==> src/design/cpba_pkg.sv <==
// ----------------------------------------------------------------------------
// cpba_pkg
// Shared sizes, codes and controller/datapath interface types for the
// contiguous page bitmap allocator.
// ----------------------------------------------------------------------------
`default_nettype none

package cpba_pkg;

    localparam int MAP_PAGES = 512;
    localparam int WORD_BITS = 8;
    localparam int MAP_WORDS = MAP_PAGES / WORD_BITS;
    localparam int PAGE_W    = $clog2(MAP_PAGES);
    localparam int WIDX_W    = $clog2(MAP_WORDS);
    localparam int BIT_W     = $clog2(WORD_BITS);
    localparam int RUN_W     = $clog2(MAP_PAGES + 1);

    localparam int ADDR_W    = 48;
    localparam int BYTES_W   = 32;
    localparam int PSL_W     = 5;
    localparam int CFG_IDX_W = 2;

    localparam logic [PSL_W-1:0] PSL_RESET = PSL_W'(21);

    localparam logic [CFG_IDX_W-1:0] CFG_BASE_ADDRESS   = CFG_IDX_W'(0);
    localparam logic [CFG_IDX_W-1:0] CFG_PAGE_SIZE_LOG2 = CFG_IDX_W'(1);

    typedef enum logic [1:0] {
        RES_OK      = 2'd0,
        RES_NOSPACE = 2'd1,
        RES_RANGE   = 2'd2
    } result_status_t;

    typedef enum logic [3:0] {
        S_IDLE,
        S_DECODE,
        S_CHECK,
        S_SCAN,
        S_ADDR,
        S_UPD_START,
        S_UPD,
        S_RESP
    } state_t;

    typedef struct packed {
        logic           load;
        logic           decode;
        logic           scan_start;
        logic           scan_step;
        logic           alloc_addr;
        logic           free_setup;
        logic           upd_start;
        logic           upd_step;
        logic           res_wr;
        result_status_t res_code;
        logic           out_load;
    } dp_cmd_t;

    typedef struct packed {
        logic func_free;
        logic zero_size;
        logic alloc_too_big;
        logic free_bad;
        logic scan_hit;
        logic scan_last;
        logic upd_last;
        logic out_free;
    } dp_stat_t;

endpackage

`default_nettype wire

==> src/design/cpba_ctrl.sv <==
// ----------------------------------------------------------------------------
// cpba_ctrl
// Request sequencer: decode, range check, first-fit scan, map update and
// result hand-off.
// ----------------------------------------------------------------------------
`default_nettype none

module cpba_ctrl (
    input  wire logic               aclk,
    input  wire logic               aresetn,
    input  wire logic               s_valid,
    output logic                    s_ready,
    input  wire cpba_pkg::dp_stat_t stat,
    output cpba_pkg::dp_cmd_t       cmd
);

    cpba_pkg::state_t state_reg;
    cpba_pkg::state_t state_next;

    always_ff @(posedge aclk) begin
        if (!aresetn) begin
            state_reg <= cpba_pkg::S_IDLE;
        end else begin
            state_reg <= state_next;
        end
    end

    always_comb begin
        state_next   = state_reg;
        cmd          = '0;
        cmd.res_code = cpba_pkg::RES_OK;
        s_ready      = 1'b0;
        case (state_reg)
            cpba_pkg::S_IDLE: begin
                s_ready = 1'b1;
                if (s_valid) begin
                    cmd.load   = 1'b1;
                    state_next = cpba_pkg::S_DECODE;
                end
            end
            cpba_pkg::S_DECODE: begin
                cmd.decode = 1'b1;
                state_next = cpba_pkg::S_CHECK;
            end
            cpba_pkg::S_CHECK: begin
                if (stat.zero_size ||
                    (!stat.func_free && stat.alloc_too_big) ||
                    (stat.func_free && stat.free_bad)) begin
                    cmd.res_wr   = 1'b1;
                    cmd.res_code = cpba_pkg::RES_RANGE;
                    state_next   = cpba_pkg::S_RESP;
                end else if (!stat.func_free) begin
                    cmd.scan_start = 1'b1;
                    state_next     = cpba_pkg::S_SCAN;
                end else begin
                    cmd.free_setup = 1'b1;
                    state_next     = cpba_pkg::S_UPD_START;
                end
            end
            cpba_pkg::S_SCAN: begin
                cmd.scan_step = 1'b1;
                if (stat.scan_hit) begin
                    state_next = cpba_pkg::S_ADDR;
                end else if (stat.scan_last) begin
                    cmd.res_wr   = 1'b1;
                    cmd.res_code = cpba_pkg::RES_NOSPACE;
                    state_next   = cpba_pkg::S_RESP;
                end
            end
            cpba_pkg::S_ADDR: begin
                cmd.alloc_addr = 1'b1;
                state_next     = cpba_pkg::S_UPD_START;
            end
            cpba_pkg::S_UPD_START: begin
                cmd.upd_start = 1'b1;
                state_next    = cpba_pkg::S_UPD;
            end
            cpba_pkg::S_UPD: begin
                cmd.upd_step = 1'b1;
                if (stat.upd_last) begin
                    cmd.res_wr   = 1'b1;
                    cmd.res_code = cpba_pkg::RES_OK;
                    state_next   = cpba_pkg::S_RESP;
                end
            end
            cpba_pkg::S_RESP: begin
                if (stat.out_free) begin
                    cmd.out_load = 1'b1;
                    state_next   = cpba_pkg::S_IDLE;
                end
            end
            default: begin
                state_next = cpba_pkg::S_IDLE;
            end
        endcase
    end

endmodule

`default_nettype wire

==> src/design/cpba_datapath.sv <==
// ----------------------------------------------------------------------------
// cpba_datapath
// Configuration registers, request registers, page map memory with per-word
// valid bits, run scanner, range marker and result register.
// ----------------------------------------------------------------------------
`default_nettype none

module cpba_datapath (
    input  wire logic                               aclk,
    input  wire logic                               aresetn,
    input  wire logic                               cfg_wr_en,
    input  wire logic [cpba_pkg::CFG_IDX_W-1:0]     cfg_index,
    input  wire logic [cpba_pkg::ADDR_W-1:0]        cfg_wr_data,
    input  wire logic                               s_func,
    input  wire logic [cpba_pkg::BYTES_W-1:0]       s_byte_count,
    input  wire logic [cpba_pkg::ADDR_W-1:0]        s_virtual_address,
    output logic                                    m_valid,
    input  wire logic                               m_ready,
    output logic [cpba_pkg::ADDR_W-1:0]             m_address,
    output logic [1:0]                              m_status,
    input  wire cpba_pkg::dp_cmd_t                  cmd,
    output cpba_pkg::dp_stat_t                      stat
);

    localparam int AW  = cpba_pkg::ADDR_W;
    localparam int BW  = cpba_pkg::BYTES_W;
    localparam int PW  = cpba_pkg::PAGE_W;
    localparam int IW  = cpba_pkg::WIDX_W;
    localparam int TW  = cpba_pkg::BIT_W;
    localparam int RW  = cpba_pkg::RUN_W;
    localparam int WB  = cpba_pkg::WORD_BITS;
    localparam int SW  = cpba_pkg::PSL_W;

    logic [AW-1:0]  base_address_reg;
    logic [SW-1:0]  page_size_log2_reg;

    logic           func_reg;
    logic [BW-1:0]  bytes_reg;
    logic [AW-1:0]  va_reg;
    logic [BW-1:0]  n_reg;
    logic [AW:0]    diff_reg;

    logic [IW-1:0]  word_reg;
    logic [RW-1:0]  run_reg;
    logic [PW-1:0]  end_reg;
    logic [PW-1:0]  lo_reg;
    logic [PW-1:0]  hi_reg;
    logic           set_reg;

    logic [AW-1:0]                   res_addr_reg;
    cpba_pkg::result_status_t        res_status_reg;
    logic                            m_valid_reg;
    logic [AW-1:0]                   m_address_reg;
    logic [1:0]                      m_status_reg;

    logic [WB-1:0]        map_mem [cpba_pkg::MAP_WORDS];
    logic [cpba_pkg::MAP_WORDS-1:0] map_vld_reg;
    logic [WB-1:0]        rd_data_reg;
    logic                 rd_vld_reg;

    logic [BW:0]    size_m1;
    logic [BW:0]    bytes_sum;
    logic [AW-1:0]  start_full;
    logic [BW:0]    free_end;
    logic [WB-1:0]  rd_word;
    logic [RW-1:0]  run_next;
    logic           hit;
    logic [PW-1:0]  hit_page;
    logic [WB-1:0]  upd_mask;
    logic [WB-1:0]  wr_word;
    logic [PW-1:0]  alloc_start;
    logic           mem_re;
    logic [IW-1:0]  mem_ra;
    logic           mem_we;
    logic [IW-1:0]  lo_word;
    logic [IW-1:0]  hi_word;

    assign lo_word = lo_reg[PW-1:TW];
    assign hi_word = hi_reg[PW-1:TW];

    always_ff @(posedge aclk) begin
        if (!aresetn) begin
            base_address_reg   <= '0;
            page_size_log2_reg <= cpba_pkg::PSL_RESET;
        end else if (cfg_wr_en) begin
            if (cfg_index == cpba_pkg::CFG_BASE_ADDRESS) begin
                base_address_reg <= cfg_wr_data;
            end else if (cfg_index == cpba_pkg::CFG_PAGE_SIZE_LOG2) begin
                page_size_log2_reg <= cfg_wr_data[SW-1:0];
            end
        end
    end

    assign size_m1    = (BW+1)'(((BW+1)'(1) << page_size_log2_reg) - (BW+1)'(1));
    assign bytes_sum  = {1'b0, bytes_reg} + size_m1;
    assign start_full = diff_reg[AW-1:0] >> page_size_log2_reg;
    assign free_end   = (BW+1)'(n_reg) + (BW+1)'(start_full[RW-1:0]);
    assign rd_word    = rd_vld_reg ? rd_data_reg : '0;
    assign alloc_start = PW'(RW'(end_reg) + RW'(1) - RW'(n_reg));

    always_comb begin
        run_next = run_reg;
        hit      = 1'b0;
        hit_page = '0;
        for (int b = 0; b < WB; b++) begin
            if (!hit) begin
                if (rd_word[b]) begin
                    run_next = '0;
                end else begin
                    run_next = RW'(run_next + 1'b1);
                end
                if (run_next == RW'(n_reg)) begin
                    hit      = 1'b1;
                    hit_page = {word_reg, TW'(b)};
                end
            end
        end
    end

    always_comb begin
        for (int b = 0; b < WB; b++) begin
            upd_mask[b] = ({word_reg, TW'(b)} >= lo_reg) && ({word_reg, TW'(b)} <= hi_reg);
        end
        wr_word = set_reg ? (rd_word | upd_mask) : (rd_word & ~upd_mask);
    end

    always_comb begin
        mem_re = 1'b0;
        mem_ra = '0;
        if (cmd.scan_start) begin
            mem_re = 1'b1;
        end else if (cmd.upd_start) begin
            mem_re = 1'b1;
            mem_ra = lo_word;
        end else if (cmd.scan_step || cmd.upd_step) begin
            mem_re = 1'b1;
            mem_ra = IW'(word_reg + 1'b1);
        end
    end

    assign mem_we = cmd.upd_step;

    always_ff @(posedge aclk) begin
        if (mem_we) begin
            map_mem[word_reg] <= wr_word;
        end
        if (mem_re) begin
            rd_data_reg <= map_mem[mem_ra];
        end
    end

    always_ff @(posedge aclk) begin
        if (!aresetn) begin
            map_vld_reg <= '0;
            rd_vld_reg  <= 1'b0;
        end else begin
            if (mem_we) begin
                map_vld_reg[word_reg] <= 1'b1;
            end
            if (mem_re) begin
                rd_vld_reg <= map_vld_reg[mem_ra];
            end
        end
    end

    always_ff @(posedge aclk) begin
        if (cmd.load) begin
            func_reg     <= s_func;
            bytes_reg    <= s_byte_count;
            va_reg       <= s_virtual_address;
            res_addr_reg <= '1;
        end
        if (cmd.decode) begin
            n_reg    <= BW'(bytes_sum >> page_size_log2_reg);
            diff_reg <= {1'b0, va_reg} - {1'b0, base_address_reg};
        end
        if (cmd.scan_start) begin
            word_reg <= '0;
            run_reg  <= '0;
        end
        if (cmd.scan_step) begin
            word_reg <= IW'(word_reg + 1'b1);
            run_reg  <= run_next;
            if (hit) begin
                end_reg <= hit_page;
            end
        end
        if (cmd.alloc_addr) begin
            lo_reg       <= alloc_start;
            hi_reg       <= end_reg;
            set_reg      <= 1'b1;
            res_addr_reg <= base_address_reg + (AW'(alloc_start) << page_size_log2_reg);
        end
        if (cmd.free_setup) begin
            lo_reg  <= start_full[PW-1:0];
            hi_reg  <= PW'(free_end - 1'b1);
            set_reg <= 1'b0;
        end
        if (cmd.upd_start) begin
            word_reg <= lo_word;
        end
        if (cmd.upd_step) begin
            word_reg <= IW'(word_reg + 1'b1);
        end
        if (cmd.res_wr) begin
            res_status_reg <= cmd.res_code;
        end
        if (cmd.out_load) begin
            m_address_reg <= res_addr_reg;
            m_status_reg  <= res_status_reg;
        end
    end

    always_ff @(posedge aclk) begin
        if (!aresetn) begin
            m_valid_reg <= 1'b0;
        end else if (cmd.out_load) begin
            m_valid_reg <= 1'b1;
        end else if (m_ready) begin
            m_valid_reg <= 1'b0;
        end
    end

    assign m_valid   = m_valid_reg;
    assign m_address = m_address_reg;
    assign m_status  = m_status_reg;

    always_comb begin
        stat               = '0;
        stat.func_free     = func_reg;
        stat.zero_size     = (n_reg == '0);
        stat.alloc_too_big = (n_reg > BW'(cpba_pkg::MAP_PAGES));
        stat.free_bad      = diff_reg[AW] ||
                             (start_full > AW'(cpba_pkg::MAP_PAGES)) ||
                             (free_end > (BW+1)'(cpba_pkg::MAP_PAGES));
        stat.scan_hit      = hit;
        stat.scan_last     = (word_reg == IW'(cpba_pkg::MAP_WORDS - 1));
        stat.upd_last      = (word_reg == hi_word);
        stat.out_free      = !m_valid_reg || m_ready;
    end

    a_out_slot_free: assert property (@(posedge aclk) disable iff (!aresetn)
        cmd.out_load |-> (!m_valid_reg || m_ready))
        else $error("result loaded over a pending item");

    a_write_in_range: assert property (@(posedge aclk) disable iff (!aresetn)
        mem_we |-> (word_reg >= lo_word && word_reg <= hi_word))
        else $error("map write outside the page range");

    a_range_ordered: assert property (@(posedge aclk) disable iff (!aresetn)
        cmd.upd_start |-> (hi_reg >= lo_reg))
        else $error("page range inverted");

    a_run_fits: assert property (@(posedge aclk) disable iff (!aresetn)
        cmd.alloc_addr |-> ((RW'(end_reg) + RW'(1)) >= RW'(n_reg)))
        else $error("found run shorter than the request");

endmodule

`default_nettype wire

==> src/design/contiguous_page_bitmap_allocator_core.sv <==
// ----------------------------------------------------------------------------
// contiguous_page_bitmap_allocator_core
// First-fit contiguous page allocator over a one-bit-per-page occupancy map.
// ----------------------------------------------------------------------------
// Flow: a rejected request goes from the range check to the result. A free
//   updates the map words its pages touch (8 pages per word). An allocate first
//   scans up to 64 map words, one word per cycle, then updates the run's words.
// Throughput: one item at a time; the next item is taken the cycle after the
//   result enters the output register, which holds it until taken.
// Reset: synchronous active low; every page reads free, config and state to defaults.
`default_nettype none

module contiguous_page_bitmap_allocator_core (
    input  wire logic                           aclk,
    input  wire logic                           aresetn,
    input  wire logic                           cfg_wr_en,
    input  wire logic [cpba_pkg::CFG_IDX_W-1:0] cfg_index,
    input  wire logic [cpba_pkg::ADDR_W-1:0]    cfg_wr_data,
    input  wire logic                           s_valid,
    output logic                                s_ready,
    input  wire logic                           s_func,
    input  wire logic [cpba_pkg::BYTES_W-1:0]   s_byte_count,
    input  wire logic [cpba_pkg::ADDR_W-1:0]    s_virtual_address,
    output logic                                m_valid,
    input  wire logic                           m_ready,
    output logic [cpba_pkg::ADDR_W-1:0]         m_address,
    output logic [1:0]                          m_status
);

    cpba_pkg::dp_cmd_t  cmd;
    cpba_pkg::dp_stat_t stat;

    cpba_ctrl u_ctrl (
        .aclk    (aclk),
        .aresetn (aresetn),
        .s_valid (s_valid),
        .s_ready (s_ready),
        .stat    (stat),
        .cmd     (cmd)
    );

    cpba_datapath u_datapath (
        .aclk              (aclk),
        .aresetn           (aresetn),
        .cfg_wr_en         (cfg_wr_en),
        .cfg_index         (cfg_index),
        .cfg_wr_data       (cfg_wr_data),
        .s_func            (s_func),
        .s_byte_count      (s_byte_count),
        .s_virtual_address (s_virtual_address),
        .m_valid           (m_valid),
        .m_ready           (m_ready),
        .m_address         (m_address),
        .m_status          (m_status),
        .cmd               (cmd),
        .stat              (stat)
    );

endmodule

`default_nettype wire
==> config.mk <==
export PLATFORM = sky130hd
export DESIGN_NAME = contiguous_page_bitmap_allocator_core
export DESIGN_NICKNAME = d
export VERILOG_FILES = /design/src/design/cpba_pkg.sv /design/src/design/cpba_ctrl.sv /design/src/design/cpba_datapath.sv /design/src/design/contiguous_page_bitmap_allocator_core.sv
export SDC_FILE = /design/constraint.sdc
export NUM_CORES = 2
export LEC_CHECK = 0
export ABC_AREA = 1
export BUFFER_PORTS_ARGS = -buffer_cell sky130_fd_sc_hd__buf_2
export CAP_MARGIN = 30
export CORE_ASPECT_RATIO = 1.2
export CORE_MARGIN = 3
export CORE_UTILIZATION = 35
export CTS_CLUSTER_SIZE = 16
export DETAILED_ROUTE_END_ITERATION = 6
export HOLD_SLACK_MARGIN = 0.06
export PLACE_DENSITY_LB_ADDON = 0.12
export SYNTH_ARGS = -nofsm -noshare
export SYNTH_HDL_FRONTEND = slang
export SYNTH_SLANG_ARGS = --single-unit
==> constraint.sdc <==
create_clock -name aclk -period 16.2 [get_ports aclk]
set_input_delay 0 -clock aclk [delete_from_list [all_inputs] [get_ports aclk]]
set_output_delay 0 -clock aclk [all_outputs]
set_load 0.02 [all_outputs]
**Word-level counts from Yosys, hierarchy flattened**

Memories as Yosys holds them, arrays and structs flattened. A register that Yosys moved wholly into a read port is not among the register bits.
Cells that the tools add are included.

- Bits in writable memories: 512
- Output and inout bits: 52
- ROM bits: 0
- Memories: 1
- Bits in registers: 429
- Bits in latches: 0

- Add/subtract/negate cells: 17
- Bitwise operators: 5
- Magnitude comparators: 22
- Div/mod/pow operators: 0
- Eq/ne operators: 22
- Shift-type cells: 4
- Muxes and demuxes: 109
- Reduce and logical (&&, ||, !) cells: 31
- Multipliers: 0

Memories:

| memory | depth | bits a word | read ports | clocked after memory_dff | wr ports | RTL line | source |
|---|---|---|---|---|---|---|---|
| u_datapath.map_mem | 64 | 8 | 1 | 1 | 1 | cpba_datapath.sv:56 | `logic [WB-1:0] map_mem [cpba_pkg::MAP_WORDS];` |

Operators with widths:

| cell | number |
|---|---|
| $mux 10 | 24 |
| $mux 9 | 19 |
| $mux 48 | 2 |
| $add 10x1->10 const B | 8 |
| $eq 10x10->1 | 8 |
| $ge 9x9->1 | 8 |
| $le 9x9->1 | 8 |
| $or 64x64->64 | 1 |
| $sub 48x48->49 | 1 |
| $add 48x48->48 | 1 |
| $gt 48x10->1 const B | 1 |
| $shl 9x5->48 | 1 |
| $shr 48x5->48 | 1 |
| $mux 6 | 7 |
| $mux 1 | 40 |
| $add 32x10->33 | 1 |
| $add 32x33->33 | 1 |
| $gt 33x10->1 const B | 1 |
| $shl 1x5->33 const A | 1 |
| $shr 33x5->32 | 1 |
| $sub 33x2->33 const B | 1 |
| $gt 32x10->1 const B | 1 |
| $logic_not 32->1 | 1 |
| $pmux 4 s8 | 1 |
| 34 further kinds | 71 |

**Logic depth before layout (Yosys ltp)**

- Depth after elaboration: 34
- Depth in mapped cells: 68

**Modules after synthesis**

From an unflattened synthesis, not the netlist that was laid out.

- Cells, all modules: 5896
- Area, all modules: 52929.5 um^2

By module, submodules not included:

| module | area each (um^2) | sequential area each (um^2) | times used | cells an instance |
|---|---|---|---|---|
| cpba_datapath | 52504.1 | 27176.1 | 1 | 5826 |
| cpba_ctrl | 425.4 | 60.1 | 1 | 70 |

**Worst setup path after synthesis**

Ideal clock, no wire load.

- Kind: register to register
- Start point: register u_datapath.n_reg[2]
- End point: register u_datapath.res_addr_reg[43], data pin
- Setup slack: 8810 ps
- Cell stages (with the launch flop): 55
- Clock period less this slack: 7390 ps
- Required time: 15936 ps
- Arrival: 7126 ps
- Cell sequence: edfxtp_1 buf_2 clkinv_1 ha_1 ha_1 nand3_1 and2_1 or2_2 nand2_1 a21oi_1 or2_2 nand2_1 a21oi_1 or2_2 nand2_1 o21ai_0 inv_1 nand2_1 (+19 left out) o21bai_1 a211o_1 o21ai_0 o21ai_0 nand3_1 nand2_1 inv_1 o21ai_0 nand2_1 inv_1 nor2_1 inv_1 a21oi_1 o21ai_0 inv_1 nor3_1 xor2_1 nand2_1

- Cells in the longest elaborated chain, start to end: 4

RTL lines:

| element | RTL line | source |
|---|---|---|
| from (decl) | cpba_datapath.sv:40 | `logic [BW-1:0] n_reg;` |
| from (signal assigned) | cpba_datapath.sv:174 | `n_reg <= BW'(bytes_sum >> page_size_log2_reg);` |
| $sub 9x9->9 | cpba_datapath.sv:99 | `assign alloc_start = PW'(RW'(end_reg) + RW'(1) - RW'(n_reg));` |
| $shl 9x5->48 | cpba_datapath.sv:192 | `res_addr_reg <= base_address_reg + (AW'(alloc_start) << page_size_log2_reg);` |
| $add 48x48->48 | cpba_datapath.sv:192 |  |
| $mux 48 | cpba_datapath.sv:188 | `if (cmd.alloc_addr) begin` |
| to (signal assigned) | cpba_datapath.sv:192 |  |
| to (decl) | cpba_datapath.sv:50 | `logic [AW-1:0] res_addr_reg;` |

No other way between the ends.
A chain may end at the register's enable or synchronous reset.

**Worst setup path after layout**

Same ends and word-level chain as after synthesis.

==> results.yml <==
clock_network:
  clk_root_buffer_cell: "clkbuf_16"
  cts_htree_levels: 3
  cts_setup_buffers: 0
  cts_buffer_depth: 3
  clkSlewWorstSetupHoldPaths_ps: 60
  ctsResizeCount: 0
  clock_tree_from_tritoncts: "built"
  clock_insertion_delay_worst_skew_ps: 760
  cts_hold_repair.buffers: 292
  numCtsBuffers: 103
  numClockSinks: 948
critical_path:
  required_ps: 16660
  rrSetupSlack_ps: 6780
  reg2reg_depth: 53
  criticalPathCategory: "flop to flop"
  arrival_ps: 9890
  timing.rr.start: "u_datapath.n_reg[2]"
  crit_path_max_fanout: 11
  cp-end-kind: "flop"
  critical_path.max_stage_delay_ps: 770
  timing.critical_path.from_type: "flop"
  critical_register_to_register_path_endpoint: "u_datapath.res_addr_reg[43]"
  worst_path_most_repeated_cell: "a21oi_1"
  worst_path_max_delay_cell: "edfxtp_1"
die:
  top_level_ports: 188
  die_w_um: 362
  placementRows: 156
  design.die.area_um2: 157000
  fp.dieH_um: 433
  core_area_um2: 151000
  initial_core_util: 0.353
route:
  drc: 0
  drt-vias-per-instance: 5.16
  drt-wirelength-per-cell_um: 20.3
  final_antenna_net_count: 0
  detailedRoute.firstPassIterationCount: 6
  route.vias.total: 43400
  postRouteWirelength_mm: 171
  drt-initial-drc-count: 3018
sta:
  timing.slew.headroom: 0.334
  hold_viol: 0
  setup_viol: 0
  timing.final.ws_setup_ps: 6780
  fin_crit_ps: 9420
  finalMaxSlewViolations: 0
  timing_worst_slew_pin_value_ps: 995
  final.setup.tns_ps: 0
  period_share: 0.582
  unrepaired_setup_endpoints_after_global_routing: "no"
  max_freq_mhz: 106
  fin_skew_ps: 84.1
synth:
  yosysTopAreaCellShare: 0.466
  postSynth.topFlopCell: "edfxtp_1"
  yosys_register_bits: 948
  synthDominantAreaCellType: "edfxtp_1"
  synth_cells: 5965
  yosys.cell_count.top_type: "nand2_1"
  synth_edf_count: 825
  post_synth.cell_area_avg_um2: 8.92
  post_synth_instance_area_um2: 53200
  ys_seq_area_frac: 0.512
  synth_top_cells_by_count: "nand2_1 (1103), edfxtp_1 (825), nor2_1 (779)"
  count_of_unique_library_cells_instantiated_by_yosys: 71
  postSynth.asyncResetShare: 0
  syn-num-nets: 6306
  ys.warnings.count: 0
  synth_area_leaders: "edfxtp_1 (47%), nand2_1 (7.8%), nor2_1 (5.5%), o21ai_0 (5.4%), ha_1 (4.7%)"
global_route:
  grt_max_degree: 189
  grt_overflow: 0
  number_of_global_route_vias_before_repair: 42100
  grt_util_all_layers: 0.213
  grt_pass1_wl_mm: 257
  grt_antenna_before_repair: 4
power:
  static-leakage-power_nw: 24.2
  power.ir.vdd_worst_v: 0.000139
  power.density_nw_per_um2: 182
placed_design:
  hpwl_mm: 118
  gp_congestion: 0.895
  placed_area_um2: 56200
  portBuffers: 187
  dpl_worst_slack_ps: 6780
finish:
  drive_gt1_frac: 0.108
  largest_reg_flops: 512
  final.fill_count: 15100
  syn2layout_area_growth_pct: 17.7
  total_nets_final: 6685
  fin_area_um2: 62600
  final_core_util: 0.415
min_path:
  hold_class: "primary input to flop"
  hold_path_cells: 2
  hold-path-endpoint: "u_datapath.bytes_reg[21]"
  timing.hold.worst.start: "s_byte_count[21]"
flow_run:
  cap_viol_max_count: 0
run_status:
  run_status: "finished, final reports clean"
==> worst max-delay path by stage <==
stage | startpoint | endpoint | slack, ps
3_5_place_dp | u_datapath.n_reg[0] | u_datapath.end_reg[2] | 6780
5_1_grt | u_datapath.n_reg[2] | u_datapath.res_addr_reg[43] | 5860
3_3_place_gp | u_datapath.n_reg[0] | u_datapath.end_reg[0] | 6800
4_1_cts | u_datapath.n_reg[0] | u_datapath.end_reg[3] | 6750
2_1_floorplan | u_datapath.n_reg[2] | u_datapath.res_addr_reg[43] | 8810
6_report | u_datapath.n_reg[2] | u_datapath.res_addr_reg[43] | 6780
==> power by group <==
part | total [mW] | leakage, nW | switching, mW | internal (mW)
Combinational | 5.56 | 14.0 | 3.92 | 1.64
Clock | 2.36 | 1.64 | 1.03 | 1.33
Sequential | 3.45 | 8.47 | 0.161 | 3.29
Total | 11.4 | 24.2 | 5.10 | 6.27
==> critical path: cells and delay by family (launching register included) <==
kind	cells	cell delay, ps
AOI/OAI and AO/OA	22	3570
and+or+nand+nor	16	2120
buffers and inverters	10	1290
adders and majority gates	3	1130
DFF	1	770
muxes	1	160
xor gates and xnor gates	1	160
==> per-stage QoR <==
step	power (mW)	hold slack (ps)	std cells
2_1_floorplan	7.32	98.9	5965
4_1_cts	11.5	65.0	8407
3_3_place_gp	9.00	178	7910
5_1_grt	12.2	86.1	8411
6_report	11.4	118	8413
3_5_place_dp	9.00	178	7920
==> routing by layer <==
| metal | vias up | part of all wire | global-route usage |
|---|---|---|---|
| met5 | - | 0 | 0 |
| met4 | 0 | 0.032 | 0.0733 |
| met3 | 227 | 0.035 | 0.0210 |
| met2 | 999 | 0.50 | 0.377 |
| met1 | 20700 | 0.44 | 0.272 |
| li1 | 21500 | - | - |
==> final cells by class <==
type / count / area [um^2] / share of cell area
Clock inverter: 48 / 510 / 0.00816
Tap cell: 1975 / 2470 / 0.0395
Inverter: 538 / 2030 / 0.0324
Clock buffer: 147 / 2890 / 0.0462
Timing Repair Buffer: 554 / 4490 / 0.0718
Multi-Input combinational cell: 4199 / 22900 / 0.366
Sequential cell: 948 / 27200 / 0.435
Antenna cell: 4 / 10.0 / 0.000160
==> layout by cell type (no fill, tap or decap), drive strengths merged, types with 6 or more instances in the layout <==
master       Yosys  routed
nand3          377     377
clkbuf         214     147
a21oi          254     254
nand3b           7       7
edfxtp         825     825
xor2           101     101
a211oi           8       8
o22ai           20      20
mux2i           15      15
a21o             7       7
mux2             6       6
buf             66     262
dlygate4sd3      0     292
nand2         1150    1150
o211ai          94      94
o21bai          17      17
nor2           824     824
or2             98      98
o32ai           74      74
nor4            27      27
o21ai          600     600
xnor2           49      49
dfxtp          123     123
a31oi           17      17
nand4           93      93
inv            521     526
clkinv          17      50
ha             200     200
nor3            27      27
o221ai          85      85
==> kinds of logic (layout without fill, tap and decap cells) <==
family,Yosys count,in the layout,share of synthesized area
AOI/OAI and AO/OA,1208,1208,0.135
xor gates and xnor gates,150,150,0.0247
adders and majority gates,205,205,0.0489
buffers and inverters,818,1287,0.0600
DFF,948,948,0.512
muxes,21,21,0.00409
other,0,4,0
and+or+nand+nor,2615,2615,0.215
(Power assumes the default switching activity.)
